`src/rtl/dmsc_pkg.sv`:
```
package dmsc_pkg;

    // Item kinds on the input channel.
    typedef enum logic [1:0] {
        KIND_TICK  = 2'd0,
        KIND_BYTE  = 2'd1,
        KIND_LEVEL = 2'd2,
        KIND_ENABLE = 2'd3
    } t_dmsc_kind;

    // Configuration register indexes.
    typedef enum logic [2:0] {
        CFG_IRQ_ENABLE  = 3'd0,
        CFG_LOOP_ENABLE = 3'd1,
        CFG_RATE_INDEX  = 3'd2,
        CFG_START_ADDR  = 3'd3,
        CFG_LENGTH      = 3'd4
    } t_dmsc_cfg_index;

    localparam logic [15:0] WRAP_BASE = 16'h8000;
    localparam logic [15:0] ADDR_TOP  = 16'hFFFF;
    localparam logic [6:0]  LEVEL_MAX_STEP_UP = 7'd125;
    localparam logic [3:0]  BITS_PER_BYTE = 4'd8;

    typedef struct packed {
        t_dmsc_kind  kind;
        logic [7:0]  value;
    } t_dmsc_in;

    typedef struct packed {
        logic [6:0]  level;
        logic        irq_flag;
        logic        bytes_done;
        logic        fetch_request;
        logic [15:0] fetch_address;
    } t_dmsc_out;

    // State of the output unit, shared between the top level and the unit.
    typedef struct packed {
        logic [6:0] level;
        logic [7:0] shift_bits;
        logic [3:0] bits_left;
        logic       silent;
    } t_dmsc_out_state;

    // Divider reload value: half the rate-table period, minus one.
    function automatic logic [7:0] rate_reload(input logic [3:0] idx);
        logic [7:0] r;
        begin
            case (idx)
                4'd0:    r = 8'd213;
                4'd1:    r = 8'd189;
                4'd2:    r = 8'd169;
                4'd3:    r = 8'd159;
                4'd4:    r = 8'd142;
                4'd5:    r = 8'd126;
                4'd6:    r = 8'd112;
                4'd7:    r = 8'd106;
                4'd8:    r = 8'd94;
                4'd9:    r = 8'd79;
                4'd10:   r = 8'd70;
                4'd11:   r = 8'd63;
                4'd12:   r = 8'd52;
                4'd13:   r = 8'd41;
                4'd14:   r = 8'd35;
                4'd15:   r = 8'd26;
                default: r = 8'd213;
            endcase
            return r;
        end
    endfunction

endpackage

```
`src/rtl/dmsc_output_unit.sv`:
```
module dmsc_output_unit
    import dmsc_pkg::*;
(
    input  logic            i_clock_en,
    input  t_dmsc_out_state i_state,
    input  logic [7:0]      i_buffer_byte,
    input  logic            i_buffer_empty,
    output t_dmsc_out_state o_state,
    output logic            o_buffer_take
);

    // One output clock: step the level, shift, and reload every eight bits.
    always_comb begin
        o_state       = i_state;
        o_buffer_take = 1'b0;
        if (i_clock_en) begin
            if (!i_state.silent) begin
                if (i_state.shift_bits[0]) begin
                    if (i_state.level <= LEVEL_MAX_STEP_UP) begin
                        o_state.level = i_state.level + 7'd2;
                    end
                end else if (i_state.level >= 7'd2) begin
                    o_state.level = i_state.level - 7'd2;
                end
            end
            o_state.shift_bits = {1'b0, i_state.shift_bits[7:1]};
            if (i_state.bits_left <= 4'd1) begin
                o_state.bits_left = BITS_PER_BYTE;
                if (i_buffer_empty) begin
                    o_state.silent = 1'b1;
                end else begin
                    o_state.silent     = 1'b0;
                    o_state.shift_bits = i_buffer_byte;
                    o_buffer_take      = 1'b1;
                end
            end else begin
                o_state.bits_left = i_state.bits_left - 4'd1;
            end
        end
    end

endmodule

```
`src/rtl/delta_modulation_sample_channel.sv`:
```
// Delta-modulation sample channel. Each input word is a tick (one APU cycle), a
// sample byte returned by memory, a direct level load or an enable write, and
// each accepted word produces exactly one result word carrying the output level,
// the interrupt flag, the bytes-done status and, for ticks that start a read, the
// fetch request with its address (address and request are zero otherwise).
// The block has two register stages: an input register and a result register.
// All state is updated from the input register as its result word is registered, so
// a new word is taken every clock and the throughput is one word per cycle while
// no stall holds the result register. Each input word is captured in the input
// register and its result word in the result register. The result register holds
// while the downstream side stalls, and the input side then stalls with it.
// Configuration writes are taken at any edge with the write enable high, and
// must only be issued while no word is in flight; indexes beyond the register
// list are ignored. Writing zero to irq_enable clears the interrupt flag.
module delta_modulation_sample_channel
    import dmsc_pkg::*;
(
    input  logic       i_clk,
    input  logic       i_rst_n,
    input  logic       i_in_valid,
    output logic       o_in_stall,
    input  t_dmsc_in   i_in,
    output logic       o_out_valid,
    input  logic       i_out_stall,
    output t_dmsc_out  o_out,
    input  logic       i_cfg_we,
    input  logic [2:0] i_cfg_index,
    input  logic [7:0] i_cfg_data
);

    // Configuration registers.
    logic       r_irq_enable;
    logic       r_loop_enable;
    logic [3:0] r_rate_index;
    logic [7:0] r_start_code;
    logic [7:0] r_length_code;

    // Pipeline registers.
    logic      r_in_valid;
    t_dmsc_in  r_in;
    logic      r_out_valid;
    t_dmsc_out r_out;

    // Channel state and its next values.
    t_dmsc_out_state r_ou,           n_ou;
    logic [7:0]      r_buffer_byte,  n_buffer_byte;
    logic            r_buffer_empty, n_buffer_empty;
    logic            r_fetch_pending, n_fetch_pending;
    logic [15:0]     r_addr,         n_addr;
    logic [11:0]     r_bytes_left,   n_bytes_left;
    logic            r_irq_flag,     n_irq_flag;
    logic [7:0]      r_divider,      n_divider;
    t_dmsc_out       n_out;

    logic            advance;
    logic            is_tick;
    logic            do_fetch;
    logic            out_clock;
    logic            buffer_take;
    logic            cfg_irq_clear;
    t_dmsc_out_state ou_next;
    logic [15:0]     start_addr;
    logic [11:0]     start_len;
    logic [11:0]     bytes_dec;

    // The whole pipeline moves unless a finished result is held by a stall.
    assign advance    = !r_out_valid || !i_out_stall;
    assign o_in_stall = !advance;

    assign start_addr = {2'b11, r_start_code, 6'b000000};
    assign start_len  = {r_length_code, 4'b0000} + 12'd1;
    assign bytes_dec  = r_bytes_left - 12'd1;

    assign is_tick   = r_in_valid && (r_in.kind == KIND_TICK);
    assign do_fetch  = is_tick && r_buffer_empty && !r_fetch_pending
                       && (r_bytes_left != 12'd0);
    assign out_clock = is_tick && (r_divider == 8'd0);

    assign cfg_irq_clear = i_cfg_we && (i_cfg_index == CFG_IRQ_ENABLE) && !i_cfg_data[0];

    dmsc_output_unit u_output_unit (
        .i_clock_en     (out_clock),
        .i_state        (r_ou),
        .i_buffer_byte  (r_buffer_byte),
        .i_buffer_empty (r_buffer_empty),
        .o_state        (ou_next),
        .o_buffer_take  (buffer_take)
    );

    always_comb begin
        n_ou            = r_ou;
        n_buffer_byte   = r_buffer_byte;
        n_buffer_empty  = r_buffer_empty;
        n_fetch_pending = r_fetch_pending;
        n_addr          = r_addr;
        n_bytes_left    = r_bytes_left;
        n_irq_flag      = r_irq_flag;
        n_divider       = r_divider;
        if (r_in_valid) begin
            case (r_in.kind)
                KIND_TICK: begin
                    // The memory reader runs before the output unit is clocked.
                    if (do_fetch) begin
                        n_fetch_pending = 1'b1;
                        n_addr = (r_addr == ADDR_TOP) ? WRAP_BASE : r_addr + 16'd1;
                        n_bytes_left = bytes_dec;
                        if (bytes_dec == 12'd0) begin
                            if (r_loop_enable) begin
                                n_addr       = start_addr;
                                n_bytes_left = start_len;
                            end else if (r_irq_enable) begin
                                n_irq_flag = 1'b1;
                            end
                        end
                    end
                    if (out_clock) begin
                        n_divider = rate_reload(r_rate_index);
                    end else begin
                        n_divider = r_divider - 8'd1;
                    end
                    n_ou = ou_next;
                    if (buffer_take) begin
                        n_buffer_byte  = 8'd0;
                        n_buffer_empty = 1'b1;
                    end
                end
                KIND_BYTE: begin
                    // A byte with no read outstanding is dropped.
                    if (r_fetch_pending) begin
                        n_buffer_byte   = r_in.value;
                        n_buffer_empty  = 1'b0;
                        n_fetch_pending = 1'b0;
                    end
                end
                KIND_LEVEL: begin
                    n_ou.level = r_in.value[6:0];
                end
                KIND_ENABLE: begin
                    if (!r_in.value[0]) begin
                        n_bytes_left = 12'd0;
                    end else if (r_bytes_left == 12'd0) begin
                        n_addr       = start_addr;
                        n_bytes_left = start_len;
                    end
                    n_irq_flag = 1'b0;
                end
                default: begin
                end
            endcase
        end

        n_out.level         = n_ou.level;
        n_out.irq_flag      = n_irq_flag;
        n_out.bytes_done    = (n_bytes_left == 12'd0);
        n_out.fetch_request = do_fetch;
        n_out.fetch_address = do_fetch ? r_addr : 16'd0;
    end

    always_ff @(posedge i_clk) begin
        if (!i_rst_n) begin
            r_irq_enable    <= 1'b0;
            r_loop_enable   <= 1'b0;
            r_rate_index    <= 4'd0;
            r_start_code    <= 8'd0;
            r_length_code   <= 8'd0;
            r_in_valid      <= 1'b0;
            r_out_valid     <= 1'b0;
            r_ou            <= '{level: 7'd0, shift_bits: 8'd0, bits_left: 4'd0,
                                 silent: 1'b1};
            r_buffer_byte   <= 8'd0;
            r_buffer_empty  <= 1'b1;
            r_fetch_pending <= 1'b0;
            r_addr          <= 16'd0;
            r_bytes_left    <= 12'd0;
            r_irq_flag      <= 1'b0;
            r_divider       <= 8'd0;
        end else begin
            if (advance) begin
                r_in_valid      <= i_in_valid;
                r_out_valid     <= r_in_valid;
                r_ou            <= n_ou;
                r_buffer_byte   <= n_buffer_byte;
                r_buffer_empty  <= n_buffer_empty;
                r_fetch_pending <= n_fetch_pending;
                r_addr          <= n_addr;
                r_bytes_left    <= n_bytes_left;
                r_divider       <= n_divider;
            end
            // Clearing irq_enable wins over any item update of the flag.
            if (cfg_irq_clear) begin
                r_irq_flag <= 1'b0;
            end else if (advance) begin
                r_irq_flag <= n_irq_flag;
            end
            if (i_cfg_we) begin
                case (i_cfg_index)
                    CFG_IRQ_ENABLE:  r_irq_enable  <= i_cfg_data[0];
                    CFG_LOOP_ENABLE: r_loop_enable <= i_cfg_data[0];
                    CFG_RATE_INDEX:  r_rate_index  <= i_cfg_data[3:0];
                    CFG_START_ADDR:  r_start_code  <= i_cfg_data;
                    CFG_LENGTH:      r_length_code <= i_cfg_data;
                    default: begin
                    end
                endcase
            end
        end
    end

    // Payload registers carry no reset.
    always_ff @(posedge i_clk) begin
        if (advance) begin
            r_in  <= i_in;
            r_out <= n_out;
        end
    end

    assign o_out_valid = r_out_valid;
    assign o_out       = r_out;

    // While a read is outstanding the one-byte buffer must stay empty.
    a_pending_buffer_empty: assert property (@(posedge i_clk) disable iff (!i_rst_n)
        r_fetch_pending |-> r_buffer_empty)
        else $error("fetch outstanding while sample buffer is full");

    // A requested address always lies in the upper half of the address space.
    a_fetch_addr_range: assert property (@(posedge i_clk) disable iff (!i_rst_n)
        (r_out_valid && r_out.fetch_request) |-> r_out.fetch_address[15])
        else $error("fetch address below the sample region");

    // Clearing irq_enable clears the interrupt flag at once.
    a_irq_clear: assert property (@(posedge i_clk) disable iff (!i_rst_n)
        (i_cfg_we && (i_cfg_index == CFG_IRQ_ENABLE) && !i_cfg_data[0]) |=> !r_irq_flag)
        else $error("interrupt flag survived an irq_enable clear");

    // The output bit counter never exceeds one byte.
    a_bits_left_range: assert property (@(posedge i_clk) disable iff (!i_rst_n)
        r_ou.bits_left <= BITS_PER_BYTE)
        else $error("output bit counter out of range");

endmodule
```
`config.mk`:
```
export PLATFORM = sky130hd
export DESIGN_NAME = delta_modulation_sample_channel
export DESIGN_NICKNAME = d
export VERILOG_FILES = /design/src/rtl/dmsc_pkg.sv /design/src/rtl/dmsc_output_unit.sv /design/src/rtl/delta_modulation_sample_channel.sv
export SDC_FILE = /design/constraint.sdc
export NUM_CORES = 1
export LEC_CHECK = 0
export ABC_AREA = 1
export ABC_CLOCK_PERIOD_IN_PS = 4200
export BUFFER_PORTS_ARGS = -buffer_cell sky130_fd_sc_hd__buf_4
export CORE_MARGIN = 4
export CORE_UTILIZATION = 43
export DETAILED_ROUTE_END_ITERATION = 8
export HOLD_SLACK_MARGIN = 0.1
export PLACE_DENSITY = 0.66
export SYNTH_ARGS = -nofsm -noshare
export SYNTH_HDL_FRONTEND = slang
export SYNTH_SLANG_ARGS = --single-unit
```
`constraint.sdc`:
```
create_clock -name i_clk -period 4.2 [get_ports i_clk]
set_input_delay 0.21 -clock i_clk [delete_from_list [all_inputs] [get_ports i_clk]]
set_output_delay 0.21 -clock i_clk [all_outputs]
set_load 0.005 [all_outputs]
```
==> run summary, run 1 <==
Status: finished, final reports clean
#FFs+latches synth: 135
Top cell type by total area after synthesis: dfxtp_1
Int Power: 0.00239 W
Slew headroom: 0.291
Seq. cell area: 3060 µm²
Post-route ant nets: 0
Layout filler cell count: 1558
P_sw: 0.000949 W
Synth Area in XOR/XNOR: 0.0110
Synth-to-Final Area Change: 18.2%
Global route overflow: 0
CTS H-tree depth: 4
Post-synthesis sequential area ratio: 0.429
Total Power: 0.00334 W
CTS tree: yes
Die Height: 137 µm
Share of post-route cells with drive strength above 1: 0.125
Vias in the first global route: 6084
Clk buf depth: 2
RSZ-0062 raised after global routing: no
Multi-input logic area: 3400 µm²
Commonest non-fill, non-tap cells in the layout: nand2_1 (188), inv_1 (134), nor2_1 (114)
Synth warn: 0
Syn Area/Cell: 7.26 µm²
Inst Count DP: 1226
Mapped Nets: 1026
Adder-cell share of the synthesized area: 0.0298
Antenna diodes: 0
Worst Tran Pin Value: 1060 ps
Pre-CTS setup slack: 1530 ps
Critical Path Sink Type: register
Ports: 54
Fin crit share: 0.640
Core Rows: 46
Finished Layout Cells: 1278
Crit path DAT: 3000 ps
Crit-path cells: inv_1 > ha_1 > nand2_2 > nor3_4 > nand3_2 > nor2_2 > inv_1 > a21oi_2 > o21ai_0 > a21o_1 > o21ai_1 > inv_1
Unique cell type count in the Yosys netlist: 51
TNS Setup: 0 ps
First-pass GRT wire length: 29500 µm
Clock share of power: 0.408
Die Area: 18700 µm²
Peak supply drop: 0.301 mV
CTS buffer count: 17
Minimum clock period: 2690 ps
Cell Area, Synth: 7140 µm²
Final nets: 1092
Sw frac: 0.284
Sink Count: 135
Crit path launch type: register
Setup-failing EPs final: 0
Proportion of synthesized area in mux cells: 0
# DRC: 0
First DRT Iteration DRCs: 495
Comb power frac: 0.156
Hold Vio Cnt, Final: 0
Complex-gate fraction of the synthesized area: 0.187
Most common cell after layout, fill and taps aside: nand2_1
Synth top area cells: dfxtp_1 (28%), edfxtp_1 (15%), nand2_1 (9.9%)
Maximum clock rate: 0.372 GHz
Number of antenna violations at the first check in global routing: 0
Final wirelength: 17900 µm
PnR worst setup slack: 1510 ps
DR WL/cell: 14.0 µm
GP Congestion: 0.964
Clk_lat worst skew: 430 ps
Core area: 16100 µm²
CTS root buffer: clkbuf_16
Final count of pins violating max slew: 0
Die W: 137 µm
Via count: 6568
IO Port Bufs: 53
Vias per Instance: 5.14
Power Density: 395 nW/µm²
Initial Util: 0.445
Crit-path slowest cell: edfxtp_1
Most used cell along the critical path: inv_1
Largest net degree at the start of global routing: 57
Total track usage: 0.200
Maxcap violations: 0
Synth Area in Simple Gates: 0.248
Reg power frac: 0.435
HPWL Detailed: 12600 µm
Main combinational cell family by area after synthesis: simple AND/OR/NAND/NOR gates
Crit path max fanout: 11
Post-synth top area share: 0.278
Leakage: 3.58 nW
Cells after Synth: 983
Cts repair resizes: 0
Clock skew: 12.9 ps
Hold Path Class: input port to register
Initial DRT Pass Iterations: 5
Largest stage delay, worst path: 410 ps
Reg clk slew, reported paths: 60 ps
Setup CP Type: register to register
Worst endpoint required time: 4510 ps
cells in the mapped netlist (all sizes together):
library cell  count
and2              1
o21bai            3
a21oi            88
o22ai             6
a31o              1
a211oi            9
buf               9
o221ai            1
or2               2
nand4            15
a22oi             1
inv             143
xor2              9
clkinv            2
a2111oi           1
nor3             17
o21a              1
a21o              1
nand2           197
dfxtp            99
a32oi             1
nor4              2
and3              1
nand3            41
clkbuf           21
nand3b            2
o21ai           106
o31ai             3
edfxtp           36
a31oi             8
o32ai             1
o211ai           10
nor2            127
or3               1
ha               17
layer usage:
metal / GRT usage / share of wire / up-vias
met4: 0.0837 / 0.025 / 0
met5: 0 / 0 / -
met2: 0.302 / 0.44 / 182
met1: 0.277 / 0.48 / 2974
met3: 0.0452 / 0.058 / 31
li1: - / - / 3381
sequential cells by signal (all words and copies together), names as in the netlist, 4 cells and up, named ones only:
| name | cells |
|---|---|
| o_out | 26 |
| r_addr | 16 |
| r_buffer_byte | 8 |
| r_bytes_left | 12 |
| r_divider | 8 |
| r_in | 10 |
| r_length_code | 8 |
| r_ou | 20 |
| r_rate_index | 4 |
| r_start_code | 8 |
cells by family after synthesis:
logic type,Yosys count
and+or+nand+nor,406
AOI/OAI and AO/OA,241
buffers and inverters,175
DFF,135
adders and majority gates,17
xor gates and xnor gates,9
worst max-delay path: cells and delay by family, from the launching register on:
kind	cells	cell delay [ps]
AOI/OAI and AO/OA	4	550
and+or+nand+nor	4	1020
buffers and inverters	3	290
DFF	1	410
adders and majority gates	1	290
cell type report:
type / instances / area share
well taps: 216 / 0.0320
inverters: 145 / 0.0646
clock inverters: 15 / 0.0133
clock buffers: 17 / 0.0504
multi-input cells: 673 / 0.402
repair buffers: 77 / 0.0744
flip-flops and latches: 135 / 0.363
timing repair:
item,CTS,global route
hold buffers,20,0
endpoints found under the hold margin,27,0
buffers inserted,0,0
power groups by stage:
stage,Clock (W),Combinational [W],Sequential (W)
CTS,0.00139,0.000518,0.00145
floorplan,0,0.000360,0.00146
finish,0.00136,0.000522,0.00145
global placement,0,0.000497,0.00148
detailed placement,0,0.000500,0.00148
global route,0.00145,0.000592,0.00146
through the flow:
stage	hold slack [ps]	area, µm²	util
floorplan	309	7140	-
global placement	389	7700	0.480
detailed placement	390	7700	0.480
CTS	101	8440	0.526
global route	130	8440	0.526
finish	123	8440	0.526
path summary, 6_finish.rpt:
check	depth (start not counted)	from	slack [ps]	endpoint
hold reg to reg	2	r_ou[7]	460	r_ou[7]
hold / removal	4	i_cfg_index[1]	120	r_irq_enable
setup reg to reg	12	r_in[8]	1510	r_ou[15]
setup / recovery	12	r_in[8]	1510	r_ou[15]
(Power assumes the default switching activity.)
==> run 2, diff against run 1 <==
ABC_AREA = 0   (was 1)
ABC_CLOCK_PERIOD_IN_PS = 2650   (was 4200)
clock period = 2.65 ns   (was 4.2 ns; I/O delays follow)
==> run 2 against run 1 <==
The flow now finishes with violations (setup timing); cell count down 7.7%; synthesized area shrank 2.4%; clock skew is 0.61 ps lower; count of clock-buffer cells in the layout grew 1; global-route usage rose by 2.0 points; worst setup slack got worse by 1600 ps; worst hold slack worse by 6.2 ps; via count is 1.7% higher; final area grew 6.0%; combinational power rose by 51%; core utilization up 3.8 points; critical path depth fell by 2; critical path type unchanged; largest power group is now the clock network.
==> run summary, run 2 <==
Top cell type by total area after synthesis: dfxtp_1
Hold Path Class: input port to register
Layout filler cell count: 1474 (-5.4%)
Antenna diodes: 0 (unchanged)
Complex-gate fraction of the synthesized area: 0.195 (+0.00818)
Global route overflow: 0 (unchanged)
Largest stage delay, worst path: 490 ps (+80 ps)
CP Buf/Inv Count: 2 (-1)
CTS root buffer: clkbuf_16
Core area: 15900 µm² (-1.1%)
Total track usage: 0.221 (+0.0204)
Met1 Wirelength: 8850 µm (+2.9%)
Vias per Instance: 5.66 (+10%)
Clock skew: 12.3 ps (-0.608 ps)
Post-synthesis sequential area ratio: 0.439 (+0.0106)
Final count of pins violating max slew: 0 (unchanged)
Power Density: 599 nW/µm² (+52%)
Vias in the first global route: 6221 (+2.3%)
Post-synth EDFFs: 36 (unchanged)
Largest net degree at the start of global routing: 71 (+25%)
Mapped Nets: 863 (-16%)
CTS buffer count: 17 (unchanged)
Synth Area in Simple Gates: 0.248 (+0.000529)
Post-synthesis async set-or-reset flop share: 0 (unchanged)
Crit path max-delay family: simple AND/OR/NAND/NOR gates
Max reg flops: 26 (unchanged)
First DRT Iteration DRCs: 770 (+56%)
Core Rows: 46 (unchanged)
Die W: 135 µm (-1.1%)
Synth top area cells: dfxtp_1 (28%), edfxtp_1 (16%), a21oi_1 (5.3%)
Top_reg_cell synth: dfxtp_1
CTS tree: yes
Share of post-route cells with drive strength above 1: 0.209 (+0.0835)
Total Power: 0.00537 W (+61%)
Unique cell type count in the Yosys netlist: 70 (+37%)
Sink Count: 135 (unchanged)
Final wirelength: 19600 µm (+9.9%)
Number of antenna violations at the first check in global routing: 0 (unchanged)
Cell area after layout: 8950 µm² (+6.0%)
Reg clk slew, reported paths: 60 ps (about the same)
Crit-path slowest cell: or4_4
Synth Area in XOR/XNOR: 0.00880 (-0.00224)
Initial Util: 0.439 (-0.00596)
Failing checks: setup timing
Final Util: 0.563 (+0.0379)
Maximum clock rate: 0.369 GHz (-0.96%)
Cell Area, Synth: 6970 µm² (-2.4%)
Hold Vio Cnt, Final: 0 (unchanged)
# DRC: 0 (unchanged)
Most common cell after layout, fill and taps aside: buf_4
Cells after Synth: 820 (-17%)
Crit-path cells: inv_2 > ha_4 > or3b_4 > or4_4 > buf_4 > nand2_1 > o211ai_1 > a221oi_2 > nand4_1 > nor4_2
Leakage: 3.42 nW (-4.4%)
Die Area: 18300 µm² (-2.3%)
Status: complete, but fails checks
First-pass GRT wire length: 32200 µm (+9.2%)
Peak supply drop: 0.442 mV (+47%)
Via count: 6678 (+1.7%)
#FFs+latches synth: 135 (unchanged)
Setup-failing EPs final: 7 (+7)
Die Height: 135 µm (-1.1%)
Uppermost layer routed: met4
Placed cell area: 8100 µm² (+5.2%)
Syn Area/Cell: 8.50 µm² (+17%)
Setup CP Type: register to register
WHS: 117 ps (-6.22 ps)
HPWL Detailed: 13900 µm (+10%)
Post-synth top area share: 0.284 (+0.00683)
Clk_lat worst skew: 430 ps (about the same)
Fin crit share: 1.02 (+0.384)
Worst Tran Pin Value: 1130 ps (+65.5 ps)
Adder-cell share of the synthesized area: 0.0305 (+0.000733)
CTS H-tree depth: 4 (unchanged)
WL met2: 8810 µm (+13%)
Post-route ant nets: 0 (unchanged)
Main combinational cell family by area after synthesis: simple AND/OR/NAND/NOR gates
Most frequent cell after synthesis: dfxtp_1
Critical Path Sink Type: register
Ports: 54 (unchanged)
Worst endpoint required time: 2900 ps (-1610 ps)
Crit path max fanout: 3 (-8)
Commonest non-fill, non-tap cells in the layout: buf_4 (137), dfxtp_1 (97), nand2_1 (96)
Proportion of synthesized area in mux cells: 0.0330 (+0.0330)
Met3 wire length: 1280 µm (+23%)
Final nets: 993 (-9.1%)
Synth-to-Final Area Change: 28.4%
Minimum clock period: 2710 ps (+26.0 ps)
Crit path DAT: 2960 ps (-40 ps)
Top cells by instance count after synthesis: dfxtp_1 (99), nand2_1 (98), a21oi_1 (74), nor2_1 (74), o21ai_0 (50)
GP Congestion: 0.978 (+1.4%)
PnR worst setup slack: -62.9 ps (-1580 ps)
DR WL/cell: 16.7 µm (+19%)
Clk buf depth: 2 (unchanged)
Seq. cell area: 3070 µm² (+0.16%)
RSZ-0062 raised after global routing: yes
Slew headroom: 0.241 (-0.0492)
IO Port Bufs: 53 (unchanged)
Maxcap violations: 0 (unchanged)
Multi-input logic area: 3670 µm² (+8.1%)
Synth warn: 0 (unchanged)
Crit path launch type: register
Initial DRT Pass Iterations: 7 (+2)
[run 2: metal layers]
| layer | vias up | global-route usage |
|---|---|---|
| met1 | 3104 | 0.299 |
| li1 | 3294 | - |
| met3 | 47 | 0.0535 |
| met5 | - | 0 |
| met2 | 233 | 0.337 |
| met4 | 0 | 0.0941 |
[run 2: layout make-up]
type                    instances  area share
inverters                      28      0.0117
clock inverters                14      0.0166
flip-flops and latches        135       0.343
clock buffers                  18      0.0479
well taps                     216      0.0302
multi-input cells             609       0.410
repair buffers                159       0.141
[run 2: report_power, final]
| part | switching [W] | leakage, nW | internal [W] |
|---|---|---|---|
| clock | 0.000928 | 0.274 | 0.00139 |
| sequential | 0.0000609 | 1.22 | 0.00220 |
| combinational | 0.000431 | 1.93 | 0.000358 |
[run 2: worst paths after layout]
check                         from               end  slack (ps)  cells after the start
setup / recovery   r_bytes_left[0]         o_out[17]         -60                     10
hold / removal      i_cfg_index[0]      r_irq_enable         120                      4
setup reg to reg   r_bytes_left[0]         o_out[17]         -60                     10
hold reg to reg   r_buffer_byte[0]  r_buffer_byte[0]         450                      2
[run 2: logic make-up after synthesis]
group	Yosys count
simple gates	347
compound gates	215
flops	135
buf+inv	76
mux	23
fa+ha+maj	17
xor+xnor	7
[run 2: metrics by stage]
stage / instances / worst slack, ps / setup TNS [ps]
final: 1179 / -62.9 / -144
after global routing: 1179 / -161 / -1300
after CTS: 1178 / -11.1 / -11.1
after detailed placement: 1124 / -122 / -176
after global placement: 1124 / -28.3 / -28.3
after floorplan: 820 / 11.8 / 0
[run 2: worst register-to-register path: cells and delay by family, from the launching register on]
| kind | cells | cell delay [ps] |
|---|---|---|
| AO/OA/AOI/OAI | 2 | 460 |
| AND/OR/NAND/NOR | 5 | 1390 |
| adder cells (fa/ha/maj) | 1 | 110 |
| flip-flops | 1 | 350 |
| buffers and inverters | 2 | 220 |
[run 2: timing repair]
item	in CTS	in global routing
setup endpoints to repair	4	30
pin swaps	6	1
hold buffers	21	0
endpoints found under the hold margin	33	0
buffers inserted	1	1
resized for setup	6	6
==> run 3, diff against run 2 <==
ABC_CLOCK_PERIOD_IN_PS = 2800   (was 2650)
clock period = 2.8 ns   (was 2.65 ns; I/O delays follow)
==> run 3 against run 2 <==
The run now ends clean; wire length grew 3.7%; register-to-register slack improved by 150 ps; clock power is essentially flat; first-iteration DRC count is 2.2% higher; critical path depth down 2.
==> run summary, run 3 (synthesis results as in run 2) <==
Final wirelength: 20400 µm (+3.7%)
CTS H-tree depth: 4 (unchanged)
Total Power: 0.00522 W (-2.8%)
Leakage: 3.35 nW (-2.1%)
Finished Layout Cells: 1163 (-1.4%)
Worst reg2reg setup slack: 90 ps (+150 ps)
Crit path launch type: register
Global route overflow: 0 (unchanged)
HPWL Detailed: 14000 µm (+0.44%)
Largest stage delay, worst path: 550 ps (+60 ps)
Crit path max-delay family: simple AND/OR/NAND/NOR gates
Cell area after layout: 8870 µm² (-0.94%)
Core Rows: 46 (unchanged)
Max reg flops: 26 (unchanged)
# DRC: 0 (unchanged)
Die Height: 135 µm (unchanged)
R2R cell count: 8 (-2)
Final nets: 977 (-1.6%)
Placed cell area: 7960 µm² (-1.8%)
Clock skew: 10.6 ps (-1.64 ps)
First-pass GRT wire length: 32700 µm (+1.4%)
Share of post-route cells with drive strength above 1: 0.196 (-0.0123)
Synth-to-Final Area Change: 27.2%
Antenna diodes: 0 (unchanged)
Final Util: 0.558 (-0.00528)
GP Congestion: 0.973 (-0.49%)
Minimum clock period: 2710 ps (+0.421 ps)
Peak supply drop: 0.405 mV (-8.4%)
Final count of pins violating max slew: 0 (unchanged)
CTS tree: yes
Vias in the first global route: 6326 (+1.7%)
Ports: 54 (unchanged)
Via count: 6723 (+0.67%)
CTS buffer count: 17 (unchanged)
Die Area: 18300 µm² (unchanged)
Reg clk slew, reported paths: 60 ps (about the same)
Worst Tran Pin Value: 1150 ps (+16.8 ps)
Crit path depth: 8 (-2)
CTS root buffer: clkbuf_16
Post-route ant nets: 0 (unchanged)
Clk_lat worst skew: 420 ps (about the same)
Status: finished, final reports clean
Power Density: 588 nW/µm² (-1.8%)
Commonest non-fill, non-tap cells in the layout: buf_4 (121), dfxtp_1 (97), nand2_1 (96)
Fin crit share: 0.969 (-0.0547)
Number of antenna violations at the first check in global routing: 0 (unchanged)
RSZ-0062 raised after global routing: no
CP Buf/Inv Count: 1 (-1)
Clk buf depth: 2 (unchanged)
Most common cell after layout, fill and taps aside: buf_4
Setup CP Type: register to register
Slew headroom: 0.230 (-0.0113)
Crit-path cells: or3_1 > or4_4 > buf_4 > a41o_4 > a31oi_4 > nand2_2 > or4_1 > o21ai_1
Initial Util: 0.439 (unchanged)
Crit path max fanout: 8 (+5)
Die W: 135 µm (unchanged)
Largest net degree at the start of global routing: 56 (-21%)
Setup-failing EPs final: 0 (-7)
Hold-critical path depth: 4 (unchanged)
IO Port Bufs: 53 (unchanged)
Total track usage: 0.224 (+0.00380)
Sink Count: 135 (unchanged)
Initial DRT Pass Iterations: 8 (+1)
Hold Path Class: input port to register
Core area: 15900 µm² (unchanged)
Worst endpoint required time: 3150 ps (+250 ps)
Maximum clock rate: 0.369 GHz (about the same)
First DRT Iteration DRCs: 787 (+2.2%)
Hold Vio Cnt, Final: 0 (unchanged)
Vias per Instance: 5.78 (+2.1%)
Crit path DAT: 3060 ps (+100 ps)
Critical Path Sink Type: register
Inst Count DP: 1109 (-1.3%)
Crit-path slowest cell: or4_4
Maxcap violations: 0 (unchanged)
DR WL/cell: 17.5 µm (+5.1%)
==> run 3: where the power goes <==
group | total (W) | internal [W] | switching [W]
clock network | 0.00234 | 0.00148 | 0.000856
logic | 0.000731 | 0.000326 | 0.000405
registers | 0.00215 | 0.00208 | 0.0000662
total | 0.00522 | 0.00389 | 0.00133
==> run 3: final cells by class <==
class                   instances  area, µm²
inverters                      28        105
well taps                     216        270
repair buffers                143       1130
clock inverters                13        180
clock buffers                  19        433
flip-flops and latches        135       3070
fillers                      1453       7020
multi-input cells             609       3680
==> run 3: per-stage QoR <==
step           TNS [ps]  hold WS (ps)  worst slack (ps)
4_1_cts               0           117              10.8
3_5_place_dp      -81.2           320             -28.3
3_3_place_gp          0           319              25.8
2_1_floorplan         0           239              1.05
6_report              0           127              86.6
5_1_grt               0           186              10.1
==> run 3: worst register-to-register path: stages (launching register included) <==
cell and delay [ps]:
dfxtp_2 390, or3_1 450, or4_4 550, buf_4 150
a41o_4 270, a31oi_4 160, nand2_2 100, or4_1 460
o21ai_1 90
==> run 3: repair_timing <==
item                                    CTS  global route
hold endpoints to repair                 33             0
gates resized for setup                   4            17
pin swaps                                 2             8
endpoints found under the setup margin    3            22
hold buffers                             21             0
setup buffers                             1             0
==> run 3: layer usage <==
layer	routed length, µm	up-vias	part of all wire	global-route usage
li1	-	3259	-	-
met4	677	0	0.033	0.0963
met2	9560	264	0.47	0.366
met3	1310	52	0.064	0.0505
met1	8810	3148	0.43	0.287
met5	0	-	0	0
==> run 3: worst paths after layout <==
| path | start | endpoint |
|---|---|---|
| max | r_bytes_left[7] | r_addr[3] |
| min | i_cfg_index[0] | r_irq_enable |
| max reg2reg | r_bytes_left[7] | r_addr[3] |
| min reg2reg | r_buffer_byte[0] | r_buffer_byte[0] |
